## src/design/bbs_pkg.sv

```systemverilog
// shared types and constants for the band select rgb scaler
// no dependencies
package bbs_pkg;

  localparam int CMP_W      = 14;
  localparam int COL_W      = 11;
  localparam int LINE_W     = 16;
  localparam int SAMPLE_W   = 16;
  localparam int CFG_IDX_W  = 3;
  localparam int CFG_DATA_W = 12;
  localparam int QDEPTH     = 4;
  localparam int QPTR_W     = 2;
  localparam int QCNT_W     = 3;
  localparam int PROD_W     = 34;

  localparam logic [17:0]         SCALE_NUM  = 18'd262140;
  localparam logic [SAMPLE_W-1:0] FULL_SCALE = 16'hFFFF;

  typedef enum logic [CFG_IDX_W-1:0] {
    REG_SAMPLES_PER_LINE = 3'd0,
    REG_BAND_COUNT       = 3'd1,
    REG_RED_BAND         = 3'd2,
    REG_GREEN_BAND       = 3'd3,
    REG_BLUE_BAND        = 3'd4,
    REG_SAMPLE_BITS      = 3'd5
  } cfg_reg_t;

  typedef struct packed {
    logic [11:0] samples_per_line;
    logic [10:0] band_count;
    logic [9:0]  red_band;
    logic [9:0]  green_band;
    logic [9:0]  blue_band;
    logic [5:0]  sample_bits;
  } cfg_t;

  typedef struct packed {
    logic [SAMPLE_W-1:0] blue;
    logic [SAMPLE_W-1:0] green;
    logic [SAMPLE_W-1:0] red;
    logic [COL_W-1:0]    column;
    logic [LINE_W-1:0]   line_number;
    logic                line_end;
  } q_entry_t;

endpackage

```

## src/design/bbs_queue.sv

```systemverilog
// short pixel queue between front end and scaler
// depends on bbs_pkg
module bbs_queue import bbs_pkg::*; (
  input  logic              clk,
  input  logic              rst_n,
  input  logic              push,
  input  q_entry_t          push_entry,
  input  logic              pop,
  output logic              head_valid,
  output q_entry_t          head,
  output logic [QCNT_W-1:0] count
);

  q_entry_t          slots [QDEPTH];
  logic [QPTR_W-1:0] wr_ptr_r, rd_ptr_r;
  logic [QCNT_W-1:0] count_r;

  always_ff @(posedge clk) begin
    if (!rst_n) begin
      wr_ptr_r <= '0;
      rd_ptr_r <= '0;
      count_r  <= '0;
    end else begin
      if (push) wr_ptr_r <= wr_ptr_r + QPTR_W'(1);
      if (pop) rd_ptr_r <= rd_ptr_r + QPTR_W'(1);
      if (push && !pop) begin
        count_r <= count_r + QCNT_W'(1);
      end else if (pop && !push) begin
        count_r <= count_r - QCNT_W'(1);
      end
    end
  end

  always_ff @(posedge clk) begin
    if (push) slots[wr_ptr_r] <= push_entry;
  end

  assign head       = slots[rd_ptr_r];
  assign head_valid = (count_r != '0);
  assign count      = count_r;

endmodule

```

## config.mk

```make
export PLATFORM = sky130hd
export DESIGN_NAME = bbs_queue
export DESIGN_NICKNAME = d
export VERILOG_FILES = /design/src/design/bbs_pkg.sv /design/src/design/bbs_queue.sv
export SDC_FILE = /design/constraint.sdc
export NUM_CORES = 1
export LEC_CHECK = 0
export BUFFER_PORTS_ARGS = -buffer_cell sky130_fd_sc_hd__buf_4
export CAP_MARGIN = 30
export CORE_UTILIZATION = 34
export CTS_CLUSTER_SIZE = 28
export DETAILED_ROUTE_END_ITERATION = 12
export PLACE_DENSITY = 0.57
export SLEW_MARGIN = 20
export SYNTH_ARGS = -nofsm -noshare
export SYNTH_HDL_FRONTEND = slang
export SYNTH_SLANG_ARGS = --single-unit
```

## constraint.sdc

```tcl
create_clock -name clk -period 2.6 [get_ports clk]
set_input_delay 0.52 -clock clk [delete_from_list [all_inputs] [get_ports clk]]
set_output_delay 0.52 -clock clk [all_outputs]
set_load 0.05 [all_outputs]
```

Word level (Yosys, flattened, before mapping)
Memories as Yosys holds them, arrays and structs flattened. A register that Yosys moved wholly into a read port is not among the register bits.
Cells that the tools add are included.
{ "op_classes": {"add_sub_neg": 4, "n_mul": 0, "div_mod_pow": 0, "magnitude_cmp": 0, "n_eq_ne": 0, "n_shift": 0, "mux": 6, "bitwise_logic": 0, "reduce_logical": 6} }
{ "ops": {"columns": ["cell", "count"], "rows": [
  ["$mux W3", 2],
  ["$add A2 B1 Y2 const B", 2],
  ["$mux W2", 2],
  ["$add A3 B1 Y3 const B", 1],
  ["$reduce_bool A3 Y1", 1],
  ["$sub A3 B1 Y3 const B", 1],
  ["$logic_and A1 B1 Y1", 2],
  ["$logic_not A1 Y1", 2],
  ["$mux W1", 2],
  ["$reduce_bool A2 Y1", 1]
]} }
{ "totals": {"register_bits": 7, "latchBits": 0, "ramBits": 304, "rom_bits": 0, "input_bits": 80, "output_inout_bits": 80, "wordCells": 20, "n_memories": 1} }
{ "mem_list": {"columns": ["name", "words", "word_bits", "read_ports", "rd_ports_with_merged_regs", "write_ports", "line_no", "rtl"], "rows": [
  ["slots", 4, 76, 1, 1, 1, "bbs_queue.sv:14", "q_entry_t slots [QDEPTH];"]
]} }

Depth between registers and ports, before layout
{ "depth": {"depth_word": 4, "depth_mapped": 7} }

Worst setup path after synthesis
No wires, ideal clock.
{ "synth_path": {"path_type": "reg-to-reg", "start": "reg wr_ptr_r[0]", "end": "mem slots[0][0] (netlist bit), enable pin", "setup_ps": 442, "t_arrival_ps": 2315, "slack_ps": -157, "path_stages_with_launch": 4, "path_cell_list": "dfxtp_1 -> inv_1 -> ha_1 -> and2_1"} }
{ "synth_lines": {"columns": ["element", "line_no", "rtl"], "rows": [
  ["from (decl)", "bbs_queue.sv:15", "logic [QPTR_W-1:0] wr_ptr_r, rd_ptr_r;"],
  ["from (signal assigned)", "bbs_queue.sv:24", "if (push) wr_ptr_r <= wr_ptr_r + QPTR_W'(1);"],
  ["to (decl)", "bbs_queue.sv:14", null]
]} }
No word-level cell before the write port.

==> results by group <==
Run status
  • Status: completed

STA
  • Tmin final: 2.517 ns
  • Final Skew: 0.01356 ns
  • Min Hold Slack: 0.2171 ns
  • Max Freq: 397.3 MHz
  • Setup tns final: 0 ns
  • Fin. Hold Viols: 0
  • Relative slew slack: 0.6115
  • Setup-failing EPs final: 0
  • Tcrit/Tclk final: 0.9681
  • Slew @ Worst Pin: 0.5827 ns
  • Final Max Tran Viols: 0
  • RSZ-0062 raised after global routing: false

Place
  • Placed instance area: 13220 um2
  • Dpl cells: 1033
  • Port-buffer cells: 159
  • RePlAce Congestion: 0.6978
  • Dpl hpwl: 12500 um

Worst setup path
  • CP Launch Type: flop
  • CP Buf/Inv Count: 2
  • Slowest stage delay, CP: 0.52 ns
  • Worst Path Max Fanout: 14
  • Worst EP arrival: 2.00 ns
  • CP delay by family, top: buffers and inverters
  • CP required: 2.08 ns
  • CP Cell Sequence: bufbuf_16 -> mux4_2 -> buf_4
  • Crit-path slowest cell: mux4_2
  • Setup crit end kind: primary output
  • Kind of critical path: flop to primary output

Power and ir drop
  • P_sw: 3106 uW
  • Pwr Total: 12380 uW
  • Part of the power in the clock network: 0.375
  • LEAKAGE: 0.004833 uW
  • Comb power frac: 0.152
  • Worst VDD drop: 0.0005031 V
  • Flop pwr share: 0.473
  • PwrDens: 859.9 nW/um2
  • Internal power: 9269 uW
  • Switching part of the total power: 0.2510

Layout
  • Post-Layout Cell Count: 1097
  • Post-layout net count: 717
  • Filler instances: 2833
  • Post-route cell area: 14390 um2
  • Area delta synth->final: 25.69%
  • Ant. Diodes: 0
  • Layout cells sized above 1: 0.4656
  • Most common cell after layout, fill and taps aside: edfxtp_1
  • Most frequent cells in the layout: 304 x edfxtp_1, 163 x buf_4, 76 x mux4_2

Floorplan
  • Die area: 34410 um2
  • Total core area: 32870 um2
  • Die width: 185.5 um
  • Die Ht: 185.5 um
  • Cell Rows: 66
  • Io pins: 160
  • Initial Util: 0.3484

Logic synthesis
  • Synth warn: 0
  • Cell area after synthesis: 11450 um2
  • Avg Inst Size Synth: 26.08 um2
  • Synth unique cells: 20
  • Syn Nets: 525
  • Cells after synthesis: 439
  • Synth Register Bits: 313
  • Sequential share of the synthesized area: 0.8130

Detailed routing
  • Drt first pass iters: 4
  • Wire per inst: 19.99 um
  • Via count: 5158
  • Antenna-violating nets left: 0
  • Drt first-iter violations: 379
  • Vias per std cell: 4.702
  • WL final: 21930 um
  • # DRC: 0

Worst hold path
  • Worst hold path class: primary input to flop

Global route
  • Initial antenna violation count: 1
  • Global-route wire length before repair: 33240 um
  • Most used routing layer: met2
  • M1 GR Usage: 0.1637
  • Met2 Use GR: 0.2177
  • Vias in the first global route: 5820
  • GR Overflow Total: 0
  • Global-route usage over all layers: 0.1306
  • M3 GR Usage: 0.03737
  • Largest net degree at the start of global routing: 77

Clock tree
  • H-tree depth: 2
  • Clock insertion delay at the later pin of the skew report: 0.50 ns
  • CTS clock-pin slew for the worst setup and hold paths: 0.06 ns
  • Num Clock Sinks: 313
  • CTS max path bufs: 3
  • Hold buffers post-CTS: 0
  • Clock Tree Root: clkbuf_16
  • CTS tree: yes
  • Cts bufs inserted: 34

Flow run
  • MaxCap Viol Count: 0
power by group through the flow:
stage               registers (uW)  logic (uW)  clock network (uW)
floorplan                     5970        1250                   0
global placement              5950        1850                   0
detailed placement            5970        1880                   0
CTS                           5860        1920                4790
global route                  5880        1990                4940
finish                        5860        1880                4640
cell families (layout without fill, tap and decap cells):
kind of cell	count (synthesis)	after routing	synth area share
flops	313	313	0.8130
mux	78	78	0.1512
buf+inv	21	237	0.01617
simple gates	14	14	0.007430
fa+ha+maj	6	6	0.007212
xor+xnor	5	5	0.003825
compound gates	2	2	0.001093
routing by layer:
| layer | up-vias | share of wire |
|---|---|---|
| li1 | 2254 | - |
| met1 | 2698 | 0.42 |
| met2 | 168 | 0.49 |
| met3 | 36 | 0.072 |
| met4 | 2 | 0.021 |
| met5 | - | 0.00064 |
cell usage after synthesis, drive strengths merged:
| master | number | area (um2) |
|---|---|---|
| nand2 | 1 | 3.750 |
| mux2i | 2 | 20.02 |
| mux4 | 76 | 1712 |
| or3 | 2 | 12.51 |
| and2 | 9 | 56.30 |
| buf | 17 | 170.2 |
| o21ai | 1 | 5.000 |
| ha | 5 | 62.56 |
| a21boi | 1 | 7.510 |
| fa | 1 | 20.02 |
| xor2 | 3 | 26.28 |
| nor2b | 2 | 12.51 |
| dfxtp | 9 | 180.2 |
| inv | 4 | 15.01 |
| xnor2 | 2 | 17.52 |
| edfxtp | 304 | 9129 |
sequential cells by signal (all words and copies together), names as in the netlist, named ones only:
| signal | cells |
|---|---|
| wr_ptr_r | 2 |
| rd_ptr_r | 2 |
| count | 3 |
| slots | 304 |
final timing paths:
| path | startpoint | endpoint | slack [ns] | cells after the start |
|---|---|---|---|---|
| worst max register to register | wr_ptr_r[0] | slots[2][25] | 0.90 | 4 |
| worst min-delay path | push_entry[21] | slots[1][21] | 0.22 | 1 |
| worst min register to register | count[2] | count[2] | 0.52 | 2 |
| worst max-delay path | flop | head[12] | 0.08 | 3 |
layout make-up:
cell class	count	area, um2	share of cell area
flip-flops and latches	313	9316	0.6474
multi-input cells	105	1966	0.1366
repair buffers	173	1444	0.1003
clock buffers	43	948.4	0.06590
well taps	442	553.0	0.03843
clock inverters	17	148.9	0.01035
inverters	4	15.01	0.001043
timing repair:
item                                    CTS  global route
buffers inserted                          3             0
endpoints found under the setup margin   31             0
gates resized for setup                   1             0
metrics by stage:
step,utilization,setup slack (ns)
2_1_floorplan,-,0.6755
3_3_place_gp,0.4022,0.4938
3_5_place_dp,0.4022,0.4876
4_1_cts,0.4379,0.02322
5_1_grt,0.4379,0.001362
6_report,0.4379,0.08289
(Power assumes the default switching activity.)
