**config.mk**
```make
export PLATFORM = sky130hd
export DESIGN_NAME = bbs_back
export DESIGN_NICKNAME = d
export VERILOG_FILES = /design/src/design/bbs_pkg.sv /design/src/design/bbs_back.sv
export SDC_FILE = /design/constraint.sdc
export NUM_CORES = 1
export LEC_CHECK = 0
export ABC_AREA = 1
export BUFFER_PORTS_ARGS = -buffer_cell sky130_fd_sc_hd__buf_2
export CORE_MARGIN = 2
export CORE_UTILIZATION = 35
export CTS_BUF_LIST = sky130_fd_sc_hd__clkbuf_4
export CTS_CLUSTER_DIAMETER = 40
export DETAILED_ROUTE_END_ITERATION = 16
export SETUP_SLACK_MARGIN = 0.3
export SYNTH_ARGS = -nofsm -noshare
export SYNTH_HDL_FRONTEND = slang
export SYNTH_SLANG_ARGS = --single-unit
export TNS_END_PERCENT = 30
```
**constraint.sdc**
```tcl
create_clock -name clk -period 7.4 [get_ports clk]
set_input_delay 0.74 -clock clk [delete_from_list [all_inputs] [get_ports clk]]
set_output_delay 0.74 -clock clk [all_outputs]
set_load 0.01 [all_outputs]
```
**src/design/bbs_pkg.sv**
```systemverilog
// shared types and constants for the band select rgb scaler
// no dependencies
package bbs_pkg;

  localparam int CMP_W      = 14;
  localparam int COL_W      = 11;
  localparam int LINE_W     = 16;
  localparam int SAMPLE_W   = 16;
  localparam int CFG_IDX_W  = 3;
  localparam int CFG_DATA_W = 12;
  localparam int QDEPTH     = 4;
  localparam int QPTR_W     = 2;
  localparam int QCNT_W     = 3;
  localparam int PROD_W     = 34;

  localparam logic [17:0]         SCALE_NUM  = 18'd262140;
  localparam logic [SAMPLE_W-1:0] FULL_SCALE = 16'hFFFF;

  typedef enum logic [CFG_IDX_W-1:0] {
    REG_SAMPLES_PER_LINE = 3'd0,
    REG_BAND_COUNT       = 3'd1,
    REG_RED_BAND         = 3'd2,
    REG_GREEN_BAND       = 3'd3,
    REG_BLUE_BAND        = 3'd4,
    REG_SAMPLE_BITS      = 3'd5
  } cfg_reg_t;

  typedef struct packed {
    logic [11:0] samples_per_line;
    logic [10:0] band_count;
    logic [9:0]  red_band;
    logic [9:0]  green_band;
    logic [9:0]  blue_band;
    logic [5:0]  sample_bits;
  } cfg_t;

  typedef struct packed {
    logic [SAMPLE_W-1:0] blue;
    logic [SAMPLE_W-1:0] green;
    logic [SAMPLE_W-1:0] red;
    logic [COL_W-1:0]    column;
    logic [LINE_W-1:0]   line_number;
    logic                line_end;
  } q_entry_t;

endpackage

```
**src/design/bbs_back.sv**
```systemverilog
// back end: colour scaling, saturation, alpha and output register
// depends on bbs_pkg
module bbs_back import bbs_pkg::*; (
  input  logic            clk,
  input  logic            rst_n,
  input  logic [5:0]      sample_bits,
  input  logic            head_valid,
  input  q_entry_t        head,
  output logic            pop,
  input  logic            out_ready,
  output logic            out_valid,
  output q_entry_t        out_pix,
  output logic [SAMPLE_W-1:0] out_alpha
);

  function automatic logic [SAMPLE_W-1:0] scale(input logic [SAMPLE_W-1:0] v,
                                                input logic [5:0] sb);
    logic [PROD_W-1:0] p;
    logic [PROD_W-1:0] s;
    p = PROD_W'(v) * PROD_W'(SCALE_NUM);
    s = p >> sb;
    return (s > PROD_W'(FULL_SCALE)) ? FULL_SCALE : s[SAMPLE_W-1:0];
  endfunction

  logic                out_valid_r;
  q_entry_t            pix_r, pix_nxt;
  logic [SAMPLE_W-1:0] alpha_r, alpha_nxt;

  always_comb begin
    pix_nxt       = head;
    pix_nxt.blue  = scale(head.blue, sample_bits);
    pix_nxt.green = scale(head.green, sample_bits);
    pix_nxt.red   = scale(head.red, sample_bits);
    alpha_nxt     = (pix_nxt.blue == '0 && pix_nxt.green == '0 && pix_nxt.red == '0) ?
                    '0 : FULL_SCALE;
    pop           = head_valid && (!out_valid_r || out_ready);
  end

  always_ff @(posedge clk) begin
    if (!rst_n) begin
      out_valid_r <= 1'b0;
    end else if (!out_valid_r || out_ready) begin
      out_valid_r <= head_valid;
    end
  end

  always_ff @(posedge clk) begin
    if (pop) begin
      pix_r   <= pix_nxt;
      alpha_r <= alpha_nxt;
    end
  end

  assign out_valid = out_valid_r;
  assign out_pix   = pix_r;
  assign out_alpha = alpha_r;

endmodule
```
# [Word level (Yosys, flattened, before mapping)]
# Cells that the tools add are included.
[word_totals] output_inout_bits=94 elab_cells=29 in_bits=86 reg_bits=93
[op_classes] magnitude_cmp=3 multipliers=3 mux=4 reduce_logical=8 shift=3
[op_table] op="greater-than comparator 34 x 16 -> 1 bit (second input constant)" n=3
[op_table] op="right shift 34 x 6 -> 34 bit" n=3
[op_table] op="multiplier 16 x 16 -> 32 bit (second input constant)" n=3
[op_table] op="2-to-1 mux 16 bit" n=4
[op_table] op="zero test 16 bit" n=3
[op_table] op="logical AND 1 bit" n=3
[op_table] op="zero test 1 bit" n=1
[op_table] op="logical OR 1 bit" n=1

# [Logic depth before layout (Yosys ltp)]
[logic_depth] ltp_word=8 mapped_depth=40 ltp_nobuf=40

# [Least setup slack after synthesis]
# Ideal clock, no wire load.
[synth_path] kind="input-to-reg" from="input port head[69] (netlist bit)" to="register alpha_r[14], in the netlist out_alpha[14], data pin" required_ns=7.135 n_path_buf=0 t_arrival_ns=6.196 cell_stages=32 setup_ns=0.265 setup_slack_ns=0.939 path_cell_list="inv_1 fa_1 fa_1 inv_1 fa_1 inv_1 fa_1 fa_1 inv_1 fa_1 ha_1 nand2_1 nor2_1 nand3_1 nand3_1 nand2_1 nand3_1 nand2_1 nand3_1 nand3_1 nand2_1 nand2_1 nand3_1 nand2_1 a21oi_1 nand2_1 nor2_1 nand2_1 nand2_2 nand3_1 inv_1 nand4_1"
[synth_via] elab_chain_len=8
[synth_lines] element="start: declaration" line_no="bbs_back.sv:8" rtl="input q_entry_t head,"
[synth_lines] element="multiplier 16 x 16 -> 32 bit *" line_no="bbs_back.sv:20" rtl="p = PROD_W'(v) * PROD_W'(SCALE_NUM);"
[synth_lines] element="right shift 34 x 6 -> 34 bit *" line_no="bbs_back.sv:21" rtl="s = p >> sb;"
[synth_lines] element="greater-than comparator 34 x 16 -> 1 bit" line_no="bbs_back.sv:22" rtl="return (s > PROD_W'(FULL_SCALE)) ? FULL_SCALE : s[SAMPLE_W-1:0];"
[synth_lines] element="2-to-1 mux 16 bit *" line_no="bbs_back.sv:22"
[synth_lines] element="zero test 16 bit *" line_no="bbs_back.sv:34" rtl="alpha_nxt = (pix_nxt.blue == '0 && pix_nxt.green == '0 && pix_nxt.red == '0) ?"
[synth_lines] element="logical AND 1 bit * (2 in a row)" line_no="bbs_back.sv:34"
[synth_lines] element="2-to-1 mux 16 bit *" line_no="bbs_back.sv:34"
[synth_lines] element="end signal: assignment" line_no="bbs_back.sv:50" rtl="alpha_r <= alpha_nxt;"
[synth_lines] element="end: declaration" line_no="bbs_back.sv:27" rtl="logic [SAMPLE_W-1:0] alpha_r, alpha_nxt;"
# Every way passes the cells marked *; elsewhere a longest branch is shown, timed or not.
# A chain may end at the register's enable or synchronous reset.

# [Worst setup path after layout]
[layout_path] from="input port head[70] (netlist bit)" to="register alpha_r[14], in the netlist out_alpha[14], data pin"
# The elaborated chain is that of the path after synthesis.

==> out/qor.yml <==
outcome: "completed"
grt_use_total_pct: 20.9
vias: 25600
fin_worst_skew_ns: 0.0228
fp.dieH_um: 283
ys_ff_latch: 78
grt_pass1_wl_um: 136000
drt_iter0_drc: 1721
worst_pin_slew_ns: 1.03
final_area_sq_um: 30700
avgViaCountPerCell: 4.86
die_x_um: 283
final_common_cell: "nand2_1"
row_count: 102
reg2reg_slack_ns: 5.67
cp_common_cell: "nand2_1"
wl_per_cell_um: 15.7
h-tree-depth: 3
path_depth: 36
drc: 0
io_buffers: 179
finalHoldViolCount: 0
r2r_start: "out_valid$_SDFFE_PN0N_"
fin_ws_ns: 0.633
setup_viol: 0
clk_latency_ns: 0.43
holdBufCountCts: 0
nets: 4960
finalSetupTns_ns: 0
synth_enable_flop_cells: 77
slowest_delay_ns: 0.58
worstSetupStartpointType: "input port"
first_pass_iters: 7
areaGrowthSynthToFinish_pct: 12.4
critPathBufInv: 8
path_class: "input port to flop"
cp.required_ns: 7.58
grt.overflow.total: 0
grt_setup_unrepaired: "false"
synth_area_sq_um: 27300
clk_pin_slew_ns: 0.15
cts_tree: "yes"
cap_viol_max_count: 0
finalWirelength_um: 83000
antenna_found_initial: 1
grt_pass1_vias: 26000
grt_max_degree: 86
worstHoldPathType: "input port to flop"
postSynthCellCount: 4029
dp_hpwl_um: 72000
synth-async-reset-ratio_pct: 0
synth_cell_types: 44
arrival_ns: 6.94
setup.worst_path.start: "head[70]"
reg2reg_to: "out_pix[67]$_DFFE_PP_"
ys_seq_area_share_pct: 8.53
ys.warnings.count: 0
slowest_stage: "fa_1"
fmax_mhz: 148
dp_slack_ns: -0.138
drive_above_1_share_pct: 11.9
period_share_pct: 91.4
whs_path_depth: 1
place_congestion: 0.938
cts.sinks: 78
end_kind: "flop"
route.antenna.remaining_nets: 0
rr_worst_depth: 2
dpl_cell_area_sq_um: 29900
syn_avg_cell_area_sq_um: 6.78
syn-num-nets: 4761
fp.dieArea_sq_um: 80300
clock_path_buffers: 2
clockRootBuffer: "clkbuf_4"
cp_max_fo: 4
endpoint: "out_alpha[14]$_DFFE_PP_"
final_cell_mix: "1118 x nand2_1, 911 x inv_1, 634 x nand3_1"
crit_family: "adder cells"
cts_made_buffers: 9
drv_slew: 0
slew_headroom_pct: 31.0
start_util_pct: 35.3
core_sq_um: 77300
pin_count: 180
yosys_most_used_dff: "edfxtp_1"
layout_min_cycle_time_ns: 6.77
final_util_pct: 39.7
flip-flops by register name (all words and copies together), names as in the netlist:
signal / cells
out_alpha: 1
out_pix: 76
out_valid: 1
area by class of cell:
class	instances	area (sq um)
Antenna cell	1	2.50
Clock buffer	10	75.1
Clock inverter	6	70.1
Fill cell	8372	46600
Inverter	923	3470
Multi-Input combinational cell	2905	21600
Sequential cell	78	2330
Tap cell	1040	1300
Timing Repair Buffer	311	1890
metal layers:
metal	share of wire [%]	global-route usage [%]	vias up	wire, um
met5	0	0	-	0
met4	2.7	5.20	0	2230
met3	4.3	1.50	124	3570
met2	50	38.3	682	41900
met1	43	26.7	12000	35400
li1	-	-	12800	-
through the flow:
step | hold WS [ns] | cells
6_report | 0.466 | 5274
5_1_grt | 0.417 | 5273
4_1_cts | 0.418 | 5264
3_5_place_dp | 0.515 | 5248
3_3_place_gp | 0.510 | 5248
2_1_floorplan | 0.503 | 4029
worst register-to-register path: cells and delay by family, from the launching register on:
kind	cells	cell delay (ns)
AO/OA/AOI/OAI	1	0.17
flip-flops	1	0.37
buffers and inverters	1	0.77
cells in the mapped netlist (2+ instances only):
master / instances / area, sq um
nand4_1: 37 / 231
buf_2: 20 / 100
nor2_2: 6 / 37.5
inv_1: 917 / 3440
nand2_2: 12 / 75.1
nor2_4: 2 / 22.5
nor3_1: 5 / 25.0
a31oi_1: 4 / 25.0
or2_2: 3 / 18.8
o21a_1: 2 / 15.0
fa_1: 369 / 7390
a21oi_1: 73 / 365
a21oi_2: 2 / 17.5
and2_1: 8 / 50.1
mux2i_1: 8 / 80.1
nor2_1: 150 / 563
xnor2_1: 16 / 140
edfxtp_1: 77 / 2310
o221ai_1: 3 / 26.3
ha_1: 277 / 3470
o211ai_1: 9 / 67.6
buf_1: 53 / 199
clkbuf_1: 31 / 116
inv_2: 5 / 18.8
xor2_1: 15 / 131
o21ai_0: 65 / 325
nand2_1: 1144 / 4290
a21boi_0: 2 / 15.0
o21bai_1: 3 / 22.5
a21o_1: 9 / 67.6
nand3_2: 10 / 100
a22oi_1: 2 / 15.0
buf_4: 19 / 143
nand3_1: 656 / 3280
nand3b_1: 6 / 45.0
worst min-delay path by stage:
stage	endpoint	startpoint	slack [ns]
after CTS	out_pix[5]$_DFFE_PP_	head[5]	0.42
after floorplan	out_valid$_SDFFE_PN0N_	out_valid$_SDFFE_PN0N_	0.50
after global placement	out_valid$_SDFFE_PN0N_	out_valid$_SDFFE_PN0N_	0.51
after global routing	out_pix[25]$_DFFE_PP_	head[25]	0.42
after detailed placement	out_valid$_SDFFE_PN0N_	out_valid$_SDFFE_PN0N_	0.51
final	out_pix[25]$_DFFE_PP_	head[25]	0.47
timing repair:
action | in CTS | in global routing
endpoints found under the setup margin | 0 | 49
hold endpoints to repair | 0 | 0
gates resized for setup | 0 | 153
buffers inserted | 0 | 9
cells by family (layout without fill, tap and decap cells):
group                    after synthesis  after routing  share of synthesized area, %
AO/OA/AOI/OAI                        179            179                          3.70
XOR/XNOR                              31             31                         0.993
adder cells (fa/ha/maj)              646            646                          39.7
buffers and inverters               1046           1250                          14.7
flip-flops                            78             78                          8.53
multiplexers                           8              8                         0.293
other                                  0              1                             0
AND/OR/NAND/NOR                     2041           2041                          32.1
Power is left out: the tool's default activity adds up to more than one toggle a clock period on the data nets, which glitch-free logic cannot reach.
